## config.mk

```make
export PLATFORM = sky130hd
export DESIGN_NAME = esc_seq
export DESIGN_NICKNAME = d
export VERILOG_FILES = /design/src/sv/esc_pkg.sv /design/src/sv/esc_sub.sv /design/src/sv/esc_seq.sv
export SDC_FILE = /design/constraint.sdc
export NUM_CORES = 1
export LEC_CHECK = 0
export BUFFER_PORTS_ARGS = -buffer_cell sky130_fd_sc_hd__buf_2
export CAP_MARGIN = 0
export CORE_ASPECT_RATIO = 0.7
export CORE_MARGIN = 2
export CORE_UTILIZATION = 45
export CTS_BUF_LIST = sky130_fd_sc_hd__clkbuf_16
export CTS_CLUSTER_DIAMETER = 120
export DETAILED_ROUTE_END_ITERATION = 8
export HOLD_SLACK_MARGIN = 0.12
export REMOVE_ABC_BUFFERS = 1
export SYNTH_ARGS = -nofsm -noshare
export SYNTH_HDL_FRONTEND = slang
export SYNTH_SLANG_ARGS = --single-unit
```

## constraint.sdc

```tcl
create_clock -name clk -period 10 [get_ports clk]
set_input_delay 1 -clock clk [delete_from_list [all_inputs] [get_ports clk]]
set_output_delay 1 -clock clk [all_outputs]
set_load 0.02 [all_outputs]
```

## src/sv/esc_pkg.sv

```systemverilog
// ---------------------------------------------------------------------------
// esc_pkg
// shared widths, constants, the month table, a month start function and types for the epoch converter
// ---------------------------------------------------------------------------
package esc_pkg;

    localparam int SECS_W   = 38;
    localparam int SUB_W    = SECS_W;
    localparam int YSEC_W   = 25;
    localparam int YEAR_W   = 14;
    localparam int MONTH_W  = 4;
    localparam int MDAY_W   = 5;
    localparam int HOUR_W   = 5;
    localparam int MIN_W    = 6;
    localparam int SEC_W    = 6;

    localparam int LAST_YEAR     = 9999;
    localparam int FIRST_YEAR    = 1970;
    localparam int SECS_PER_DAY  = 86400;
    localparam int SECS_PER_HOUR = 3600;
    localparam int SECS_PER_MIN  = 60;
    localparam int DAYS_COMMON   = 365;
    localparam int DAYS_LEAP     = 366;
    localparam int MONTHS        = 12;

    localparam int SECS_COMMON_YEAR = DAYS_COMMON * SECS_PER_DAY;
    localparam int SECS_LEAP_YEAR   = DAYS_LEAP * SECS_PER_DAY;

    localparam logic [1:0] FIRST_MOD4   = 2'(FIRST_YEAR % 4);
    localparam logic [6:0] FIRST_MOD100 = 7'(FIRST_YEAR % 100);
    localparam logic [8:0] FIRST_MOD400 = 9'(FIRST_YEAR % 400);

    // first second of each month in a common year
    localparam logic [YSEC_W-1:0] MONTH_START [13] = '{
        25'd0, 25'd2678400, 25'd5097600, 25'd7776000, 25'd10368000,
        25'd13046400, 25'd15638400, 25'd18316800, 25'd20995200,
        25'd23587200, 25'd26265600, 25'd28857600, 25'd31536000
    };

    // first second of month idx within the year, idx 0..12
    function automatic logic [SUB_W-1:0] month_start(input logic leap,
                                                     input logic [MONTH_W-1:0] idx);
        logic [SUB_W-1:0] base;
        base = '0;
        if (idx <= MONTH_W'(MONTHS))
        begin
            base = SUB_W'(MONTH_START[idx]);
        end
        if (leap && idx >= MONTH_W'(2) && idx <= MONTH_W'(MONTHS))
        begin
            base = base + SUB_W'(SECS_PER_DAY);
        end
        return base;
    endfunction

    typedef enum logic [7:0] {
        ST_IDLE  = 8'b0000_0001,
        ST_YEAR  = 8'b0000_0010,
        ST_MONTH = 8'b0000_0100,
        ST_MBASE = 8'b0000_1000,
        ST_MDAY  = 8'b0001_0000,
        ST_HOUR  = 8'b0010_0000,
        ST_MIN   = 8'b0100_0000,
        ST_DONE  = 8'b1000_0000
    } esc_state_t;

    typedef struct packed {
        logic [YEAR_W-1:0]  year;
        logic [MONTH_W-1:0] month;
        logic [MDAY_W-1:0]  day_of_month;
        logic [HOUR_W-1:0]  hour;
        logic [MIN_W-1:0]   minute;
        logic [SEC_W-1:0]   second;
        logic               out_of_range;
    } esc_res_t;

endpackage

```

## src/sv/esc_sub.sv

```systemverilog
// ---------------------------------------------------------------------------
// esc_sub
// shared subtract and compare unit: a - b and a >= b
// ---------------------------------------------------------------------------
module esc_sub import esc_pkg::*;
(
    input  logic [SUB_W-1:0] a,
    input  logic [SUB_W-1:0] b,
    output logic [SUB_W-1:0] diff,
    output logic             ge
);

    logic [SUB_W:0] full;

    assign full = {1'b0, a} - {1'b0, b};
    assign diff = full[SUB_W-1:0];
    assign ge   = ~full[SUB_W];

endmodule

```

## src/sv/esc_seq.sv

```systemverilog
// ---------------------------------------------------------------------------
// esc_seq
// sequencer: year walk, month search, day, hour and minute count,
// all through one shared subtract/compare unit on the second count
// ---------------------------------------------------------------------------
module esc_seq import esc_pkg::*;
(
    input  logic              clk,
    input  logic              rst_n,
    input  logic              start,
    input  logic [SECS_W-1:0] secs,
    output logic              idle,
    output logic              res_valid,
    input  logic              res_ready,
    output esc_res_t          res
);

    esc_state_t         state_reg, state_next;
    logic [SECS_W-1:0]  secs_reg, secs_next;
    logic [YEAR_W-1:0]  year_reg, year_next;
    logic [1:0]         mod4_reg, mod4_next;
    logic [6:0]         mod100_reg, mod100_next;
    logic [8:0]         mod400_reg, mod400_next;
    logic [MONTH_W-1:0] mon_reg, mon_next;
    logic [MDAY_W-1:0]  mday_reg, mday_next;
    logic [HOUR_W-1:0]  hour_reg, hour_next;
    logic [MIN_W-1:0]   min_reg, min_next;
    logic               oor_reg, oor_next;

    logic [SUB_W-1:0]   sub_a, sub_b, sub_diff;
    logic               sub_ge;
    logic               leap;

    assign leap = (mod4_reg == 2'd0) && ((mod100_reg != 7'd0) || (mod400_reg == 9'd0));

    always_comb
    begin
        sub_a = '0;
        sub_b = '0;
        case (state_reg)
            ST_YEAR:
            begin
                sub_a = secs_reg;
                sub_b = leap ? SUB_W'(SECS_LEAP_YEAR) : SUB_W'(SECS_COMMON_YEAR);
            end
            ST_MONTH:
            begin
                sub_a = secs_reg;
                sub_b = month_start(leap, mon_reg);
            end
            ST_MBASE:
            begin
                sub_a = secs_reg;
                sub_b = month_start(leap, mon_reg - MONTH_W'(1));
            end
            ST_MDAY:
            begin
                sub_a = secs_reg;
                sub_b = SUB_W'(SECS_PER_DAY);
            end
            ST_HOUR:
            begin
                sub_a = secs_reg;
                sub_b = SUB_W'(SECS_PER_HOUR);
            end
            ST_MIN:
            begin
                sub_a = secs_reg;
                sub_b = SUB_W'(SECS_PER_MIN);
            end
            default:
            begin
                sub_a = '0;
                sub_b = '0;
            end
        endcase
    end

    esc_sub u_sub (
        .a    (sub_a),
        .b    (sub_b),
        .diff (sub_diff),
        .ge   (sub_ge)
    );

    always_comb
    begin
        state_next  = state_reg;
        secs_next   = secs_reg;
        year_next   = year_reg;
        mod4_next   = mod4_reg;
        mod100_next = mod100_reg;
        mod400_next = mod400_reg;
        mon_next    = mon_reg;
        mday_next   = mday_reg;
        hour_next   = hour_reg;
        min_next    = min_reg;
        oor_next    = oor_reg;
        case (state_reg)
            ST_IDLE:
            begin
                if (start)
                begin
                    secs_next   = secs;
                    year_next   = YEAR_W'(FIRST_YEAR);
                    mod4_next   = FIRST_MOD4;
                    mod100_next = FIRST_MOD100;
                    mod400_next = FIRST_MOD400;
                    mon_next    = MONTH_W'(1);
                    mday_next   = MDAY_W'(1);
                    hour_next   = '0;
                    min_next    = '0;
                    oor_next    = 1'b0;
                    state_next  = ST_YEAR;
                end
            end
            ST_YEAR:
            begin
                if (year_reg > YEAR_W'(LAST_YEAR))
                begin
                    oor_next   = 1'b1;
                    state_next = ST_DONE;
                end
                else if (!sub_ge)
                begin
                    state_next = ST_MONTH;
                end
                else
                begin
                    secs_next   = sub_diff;
                    year_next   = year_reg + YEAR_W'(1);
                    mod4_next   = mod4_reg + 2'd1;
                    mod100_next = (mod100_reg == 7'd99) ? 7'd0 : mod100_reg + 7'd1;
                    mod400_next = (mod400_reg == 9'd399) ? 9'd0 : mod400_reg + 9'd1;
                end
            end
            ST_MONTH:
            begin
                if (mon_reg < MONTH_W'(MONTHS) && sub_ge)
                begin
                    mon_next = mon_reg + MONTH_W'(1);
                end
                else
                begin
                    state_next = ST_MBASE;
                end
            end
            ST_MBASE:
            begin
                secs_next  = sub_diff;
                mday_next  = MDAY_W'(1);
                state_next = ST_MDAY;
            end
            ST_MDAY:
            begin
                if (sub_ge)
                begin
                    secs_next = sub_diff;
                    mday_next = mday_reg + MDAY_W'(1);
                end
                else
                begin
                    state_next = ST_HOUR;
                end
            end
            ST_HOUR:
            begin
                if (sub_ge)
                begin
                    secs_next = sub_diff;
                    hour_next = hour_reg + HOUR_W'(1);
                end
                else
                begin
                    state_next = ST_MIN;
                end
            end
            ST_MIN:
            begin
                if (sub_ge)
                begin
                    secs_next = sub_diff;
                    min_next  = min_reg + MIN_W'(1);
                end
                else
                begin
                    state_next = ST_DONE;
                end
            end
            ST_DONE:
            begin
                if (res_ready)
                begin
                    state_next = ST_IDLE;
                end
            end
            default:
            begin
                state_next = ST_IDLE;
            end
        endcase
    end

    always_ff @(posedge clk or negedge rst_n)
    begin
        if (!rst_n)
        begin
            state_reg <= ST_IDLE;
        end
        else
        begin
            state_reg <= state_next;
        end
    end

    always_ff @(posedge clk)
    begin
        secs_reg   <= secs_next;
        year_reg   <= year_next;
        mod4_reg   <= mod4_next;
        mod100_reg <= mod100_next;
        mod400_reg <= mod400_next;
        mon_reg    <= mon_next;
        mday_reg   <= mday_next;
        hour_reg   <= hour_next;
        min_reg    <= min_next;
        oor_reg    <= oor_next;
    end

    assign idle      = (state_reg == ST_IDLE);
    assign res_valid = (state_reg == ST_DONE);

    always_comb
    begin
        res.out_of_range = oor_reg;
        if (oor_reg)
        begin
            res.year         = '0;
            res.month        = '0;
            res.day_of_month = '0;
            res.hour         = '0;
            res.minute       = '0;
            res.second       = '0;
        end
        else
        begin
            res.year         = year_reg;
            res.month        = mon_reg;
            res.day_of_month = mday_reg;
            res.hour         = hour_reg;
            res.minute       = min_reg;
            res.second       = secs_reg[SEC_W-1:0];
        end
    end

endmodule

```

# ---- After elaboration in Yosys (flattened, before gate mapping)
# Memory sizes are Yosys's and may differ from the RTL's.
# Cells that the tools add are included.
dict set report word_totals {
  reg_bits 99
  mem_bits_ro 800
  in_bits 42
  out_inout_bits 43
  elab_cells 146
  n_memories 2
}
dict set report classes {
  addsub 12
  order_cmp 8
  n_eq_ne 24
  n_mux 60
  bitwise 3
  n_reduce_logical 26
}
# memory depth width read_ports rd_clocked_by_memory_dff write_ports line
set mem_list {}
lappend mem_list {{(name not given)} 16 25 1 0 0 esc_pkg.sv:47} ;# base = SUB_W'(MONTH_START[idx]);
lappend mem_list {{(name not given)} 16 25 1 0 0 esc_pkg.sv:47}
# cell count
set ops {}
lappend ops {{two-way mux 38 bit} 8}
lappend ops {{one-hot mux 38 bit (6 select lines)} 1}
lappend ops {{one-hot mux 38 bit (4 select lines)} 1}
lappend ops {{two-way mux 25 bit} 6}
lappend ops {{adder 38 x 17 -> 38 bit (second input constant)} 2}
lappend ops {{two-way mux 8 bit} 8}
lappend ops {{one-hot mux 8 bit (8 select lines)} 1}
lappend ops {{two-way mux 14 bit} 3}
lappend ops {{two-way mux 40 bit} 1}
lappend ops {{subtractor 38 x 38 -> 39 bit} 1}
lappend ops {{two-way mux 9 bit} 4}
lappend ops {{two-way mux 7 bit} 4}
lappend ops {{one-hot mux 14 bit (2 select lines)} 1}
lappend ops {{two-way mux 5 bit} 4}
lappend ops {{two-way mux 18 bit} 1}
lappend ops {{inequality test 2 bit (second input constant)} 9}
lappend ops {{one-hot mux 9 bit (2 select lines)} 1}
lappend ops {{AND reduction 3 bit} 6}
lappend ops {{one-hot mux 5 bit (3 select lines)} 1}
lappend ops {{adder 14 x 1 -> 14 bit (second input constant)} 1}
lappend ops {{> comparator 14 bit (second input constant)} 1}
lappend ops {{one-hot mux 7 bit (2 select lines)} 1}
lappend ops {{two-way mux 6 bit} 2}
lappend ops {{one-hot mux 6 bit (2 select lines)} 1}
lappend ops {{other kinds (44)} 64}

# ---- Longest topological paths before layout
dict set report depth {
  word_depth 15
  ltp_mapped 30
  ltp_nobuf 26
}

# ---- Cells and area by module
# A second synthesis with hierarchy kept.
dict set report unflattened {
  cells_unflattened 1181
  area_unflattened_um2 9903.2
}
# mod instances cells_each area_each_um2 seq_area_each_um2
set by_module_without_submodules {}
lappend by_module_without_submodules {esc_seq 1 836 7648.6 2934.1}
lappend by_module_without_submodules {esc_sub 1 345 2254.7 0.0}

# ---- Worst setup path before layout
# Ideal clock, no wire load.
dict set report synth_timing {
  path_type {register to register}
  from {reg mon_reg[0]}
  to {reg mod100_reg[0] (enable)}
  setup_ps 470
  arrival_time_ps 7597
  required_time_ps 9530
  path_slack_ps 1933
  stages_incl_launch_ff 27
  path_buffers 5
  period_less_slack_ps 8067
  cell_sequence {edfxtp_1 > buf_2 > inv_2 > buf_2 > ha_1 > inv_1 > ha_1 > clkbuf_1 > clkbuf_1 > a21oi_1 > o31ai_1 > o31ai_1 > inv_1 > ha_1 > a2111oi_1 > a32oi_1 > o22ai_1 > xnor2_1 > a21oi_1 > o31a_1 > ha_1 > clkbuf_1 > nand3_1 > o31ai_2 > o21a_1 > nor3_2 > o31ai_1}
}
dict set report synth_between {
  elab_chain_cells 13
  elab_cells_between_ends 29
  cone_classes {add/sub (4); order compare (4); eq/ne (1); mux (11); bitwise (2); reduce/logical (5); memory (2)}
}
# item line
set synth_lines {}
lappend synth_lines {{start: declaration} esc_seq.sv:24} ;# logic [MONTH_W-1:0] mon_reg, mon_next;
lappend synth_lines {{start signal: assignment} esc_seq.sv:223} ;# mon_reg <= mon_next;
lappend synth_lines {{subtractor 4 x 1 -> 4 bit} esc_seq.sv:54} ;# sub_b = month_start(leap, mon_reg - MONTH_W'(1));
lappend synth_lines {{NOT 4 -> 5 bit (not written as such)} esc_pkg.sv:47}
lappend synth_lines {{memory (16 x 25 bit)} -}
lappend synth_lines {{two-way mux 25 bit (not written as such) (2 in series)} esc_pkg.sv:47}
lappend synth_lines {{two-way mux 25 bit} esc_pkg.sv:45} ;# if (idx <= MONTH_W'(MONTHS))
lappend synth_lines {{two-way mux 38 bit} esc_seq.sv:40} ;# case (state_reg)
lappend synth_lines {{adder 38 x 17 -> 38 bit} esc_pkg.sv:51} ;# base = base + SUB_W'(SECS_PER_DAY);
lappend synth_lines {{two-way mux 38 bit} esc_pkg.sv:49} ;# if (leap && idx >= MONTH_W'(2) && idx <= MONTH_W'(MONTHS))
lappend synth_lines {{one-hot mux 38 bit (6 select lines) *} esc_seq.sv:40}
lappend synth_lines {{subtractor 38 x 38 -> 39 bit *} esc_sub.sv:15} ;# assign full = {1'b0, a} - {1'b0, b};
lappend synth_lines {{inequality test 2 bit (no line) *} -}
lappend synth_lines {{AND reduction 4 bit (no line) *} -}
lappend synth_lines {{end signal: assignment} esc_seq.sv:221} ;# mod100_reg <= mod100_next;
lappend synth_lines {{end: declaration} esc_seq.sv:22} ;# logic [6:0] mod100_reg, mod100_next;
# Mark *: on every way between the ends. The rest lies on a longest branch, timed or not. The select of a mux whose other input is x is not followed.
# A chain may end at the register's enable or synchronous reset.

# ---- Worst setup path in the final report
dict set report layout_timing {
  from {reg mon_reg[0]}
  to {reg mod100_reg[4] (enable)}
}
# The elaborated chain is that of the path after synthesis.

==> run metrics <==
dpl hpwl 18000 um; post-detailed-routing wire length 24800 um; first-pass GRT wire length 38900 um; ant diodes 0; largest net degree at the start of global routing 52; crit path DAT 7.31 ns; Seq/Total Area, Yosys 32.7%; FF/Latch Area 0.00293 sq mm; critical path endpoint category flip-flop; status complete, no violations; Cell variety after synth 88; PD cells 362 mW/mm^2; final hold viol count 0; leakage 3.88 nW; CP max FO 37; final setup vio count 0; H-tree depth 3; Buf/Inv on CP 6; worst vdd ir 171 uV; clock skew 0.0140 ns; die area 0.0211 sq mm; total core area 0.0197 sq mm; first-pass iteration count of the detailed router 5; crit start category flip-flop; vias in the first global route 7103; Detail Route Antenna Nets 0; Worst Tran Pin Value 0.952 ns; CTS sink count 99; Chip Width 173 um; DRC violations left 0; Post-CTS Hold Fix Bufs 0; gr ovfl total 0; dpl ws 2.90 ns; ys flop type edfxtp_1; setup ws final 2.71 ns; Max Clk Rate 0.137 GHz; cell mode on critical path ha_1; gpl congestion 0.912; Clock Pin Slew Worst Setup and Hold Paths 0.07 ns; crit path cell chain buf_4, inv_2, ha_1, inv_1, ha_1, o21ai_0, o31ai_1, inv_1, ha_1, a2111oi_1, a32oi_1, o22ai_1, nand2b_1, or4_1, ha_1, nand2_1, o21ai_0, nor3_2, buf_4, o31ai_4, buf_4; root buffer cell clkbuf_16; Post-synth EDFFs 91; per-cell routed wire length 17.6 um; total I/O pin count 85; port bufs 84; CTS tree built; Async SR Flop Fraction 8.08%; Mapped Cells 1081; Setup TNS 0 ns; initial antenna violation count 0; Clock Latency Late Sink 0.36 ns; Min-Delay Path Class primary input to asynchronous set/reset pin; Largest stage delay, worst path 0.77 ns; Fillers 1976; crit path max-delay cell type ha_1; unrepaired setup endpoints after global routing false; layout cell share with drive strength beyond 1 12.5%; GRT Overall Usage 23.3%; vias per cell 5.79; Layout area overhead 10.2%; Post-CTS Setup Bufs 0; max-slew violations 0; Worst Path Class, Setup flip-flop to flip-flop; CTS Buf Count 9; Max-slew headroom 36.2%; minimum clock period 7.29 ns; max FFs per register 38; Max Root-Sink Buffers 2; initial core utilization 45.6%; Max-cap violations 0; row count 43; post-CTS resize count 0; routed via count 8127; Initial DRC Count 891; nets 1218; Worst Path Required 10.01 ns; synthesis-stage register bit count 99; post-synthesis average cell area 8.30 sq um; Post-Synthesis Cell Area 0.00897 sq mm; yosys warns 0; height of the die 122 um; crit-path leading delay family compound AO/OA/AOI/OAI gates; area used by multi-input combinational logic 0.00569 sq mm; Final period util 72.9%
[cell type report]
cell class / instances / share of cell area (%)
Multi-Input combinational cell: 889 / 57.5
Sequential cell: 99 / 29.7
Timing Repair Buffer: 97 / 5.24
Tap cell: 270 / 3.42
Clock buffer: 9 / 2.28
Inverter: 33 / 1.28
Clock inverter: 7 / 0.582
[power by group]
group / leakage, nW / internal [W] / total, W / switching, W
sequential: 0.920 / 0.000688 / 0.000800 / 0.000112
clock: 0.140 / 0.000173 / 0.000343 / 0.000170
combinational: 2.82 / 0.000894 / 0.00244 / 0.00155
[kinds of logic (layout without fill, tap and decap cells)]
logic type,Yosys count,after routing,share of synthesized area (%)
AND/OR/NAND/NOR,455,455,25.9
AO/OA/AOI/OAI,296,296,21.3
flip-flops,99,99,32.7
buffers and inverters,93,146,4.35
XOR/XNOR,82,82,8.01
adder cells (fa/ha/maj),47,47,6.64
multiplexers,9,9,1.14
[cell usage in the layout, fill, tap and decap left out, types with 5 or more instances in the layout]
cell type / count
and2_1: 29
ha_1: 46
nor2_1: 117
o31a_1: 5
mux2i_1: 8
xor2_1: 38
a221oi_1: 8
o211ai_1: 7
a22oi_1: 7
o21ai_1: 23
a31oi_1: 12
clkbuf_16: 9
o21bai_1: 7
dfrtp_1: 7
nand2_1: 95
edfxtp_1: 91
a21oi_1: 79
inv_1: 31
nor3_1: 26
buf_2: 84
buf_4: 13
o21ai_0: 57
nor4_1: 10
a21o_1: 17
or3_1: 15
o22ai_1: 9
o21a_1: 9
nand3_1: 37
nand4_1: 13
a211oi_1: 7
o31ai_1: 9
xnor2_1: 44
nand2b_1: 23
and3_1: 7
nor2b_1: 47
[per-layer routing]
metal  share of wire [%]  global-route usage [%]  wire length, um  vias up
li1                    -                       -                -     4038
met4                0.88                    4.13              218        0
met3                 6.6                    3.71             1620       16
met1                  51                    36.9            12700     3802
met2                  41                    33.3            10200      271
met5                   0                       0                0        -
[path summary, 6_finish.rpt]
| kind | start | slack [ns] | to | cells after the start |
|---|---|---|---|---|
| setup / recovery | mon_reg[0] | 2.71 | mod100_reg[4] | 21 |
| hold / removal | rst_n | 0.50 | state_reg[4] | 1 |
| setup reg to reg | mon_reg[0] | 2.71 | mod100_reg[4] | 21 |
| hold reg to reg | mod4_reg[0] | 0.56 | mod4_reg[0] | 1 |
| max in group asynchronous | rst_n | 9.25 | state_reg[0] | 1 |
| min in group clk | mod4_reg[0] | 0.56 | mod4_reg[0] | 1 |
[cell usage after synthesis, types with 3 or more instances]
master     number  area [sq um]
o21bai_1        7          52.6
o21ai_0        57           285
xor2_1         38           333
a21o_1         17           128
a31oi_1        12          75.1
a211oi_1        7          52.6
nand4_1        13          81.3
or2_2           3          18.8
or4_1           3          22.5
o22ai_1         9          56.3
nand2b_1       23           144
a21oi_1        79           395
and2_1         29           181
buf_4           4          30.0
xnor2_1        44           385
edfxtp_1       91          2730
nand3b_1        4          30.0
o31ai_1        10          75.1
nand3_1        37           185
nor2b_1        47           294
clkbuf_1       40           150
o21ai_1        25           125
nor2_1        117           439
inv_1          30           113
o2111ai_1       3          26.3
buf_2          13          65.1
ha_1           46           576
o2bb2ai_1       3          26.3
and3_1          7          43.8
o21a_1          9          67.6
nand2_1        95           357
nor3_1         29           145
mux2i_1         8          80.1
or3_1          15          93.8
nor4_1         10          62.6
o211ai_1        7          52.6
nor3b_1         3          22.5
a2111oi_0       3          26.3
a221oi_1        8          70.1
a22oi_1         7          52.6
o31a_1          5          43.8
dfrtp_1         7           175
[per-stage QoR]
step | util (%) | instance area [sq um] | std cells | hold slack, ns | total power (W)
4_1_cts | 50.2 | 9890 | 1404 | 0.491 | 0.00357
2_1_floorplan | - | 8710 | 1021 | 0.531 | 0.00256
3_3_place_gp | 48.8 | 9610 | 1388 | 0.548 | 0.00323
3_5_place_dp | 48.8 | 9610 | 1388 | 0.545 | 0.00321
6_report | 50.2 | 9890 | 1404 | 0.497 | 0.00358
5_1_grt | 50.2 | 9890 | 1404 | 0.495 | 0.00389
Note: power is estimated with default switching activity, not from simulation.
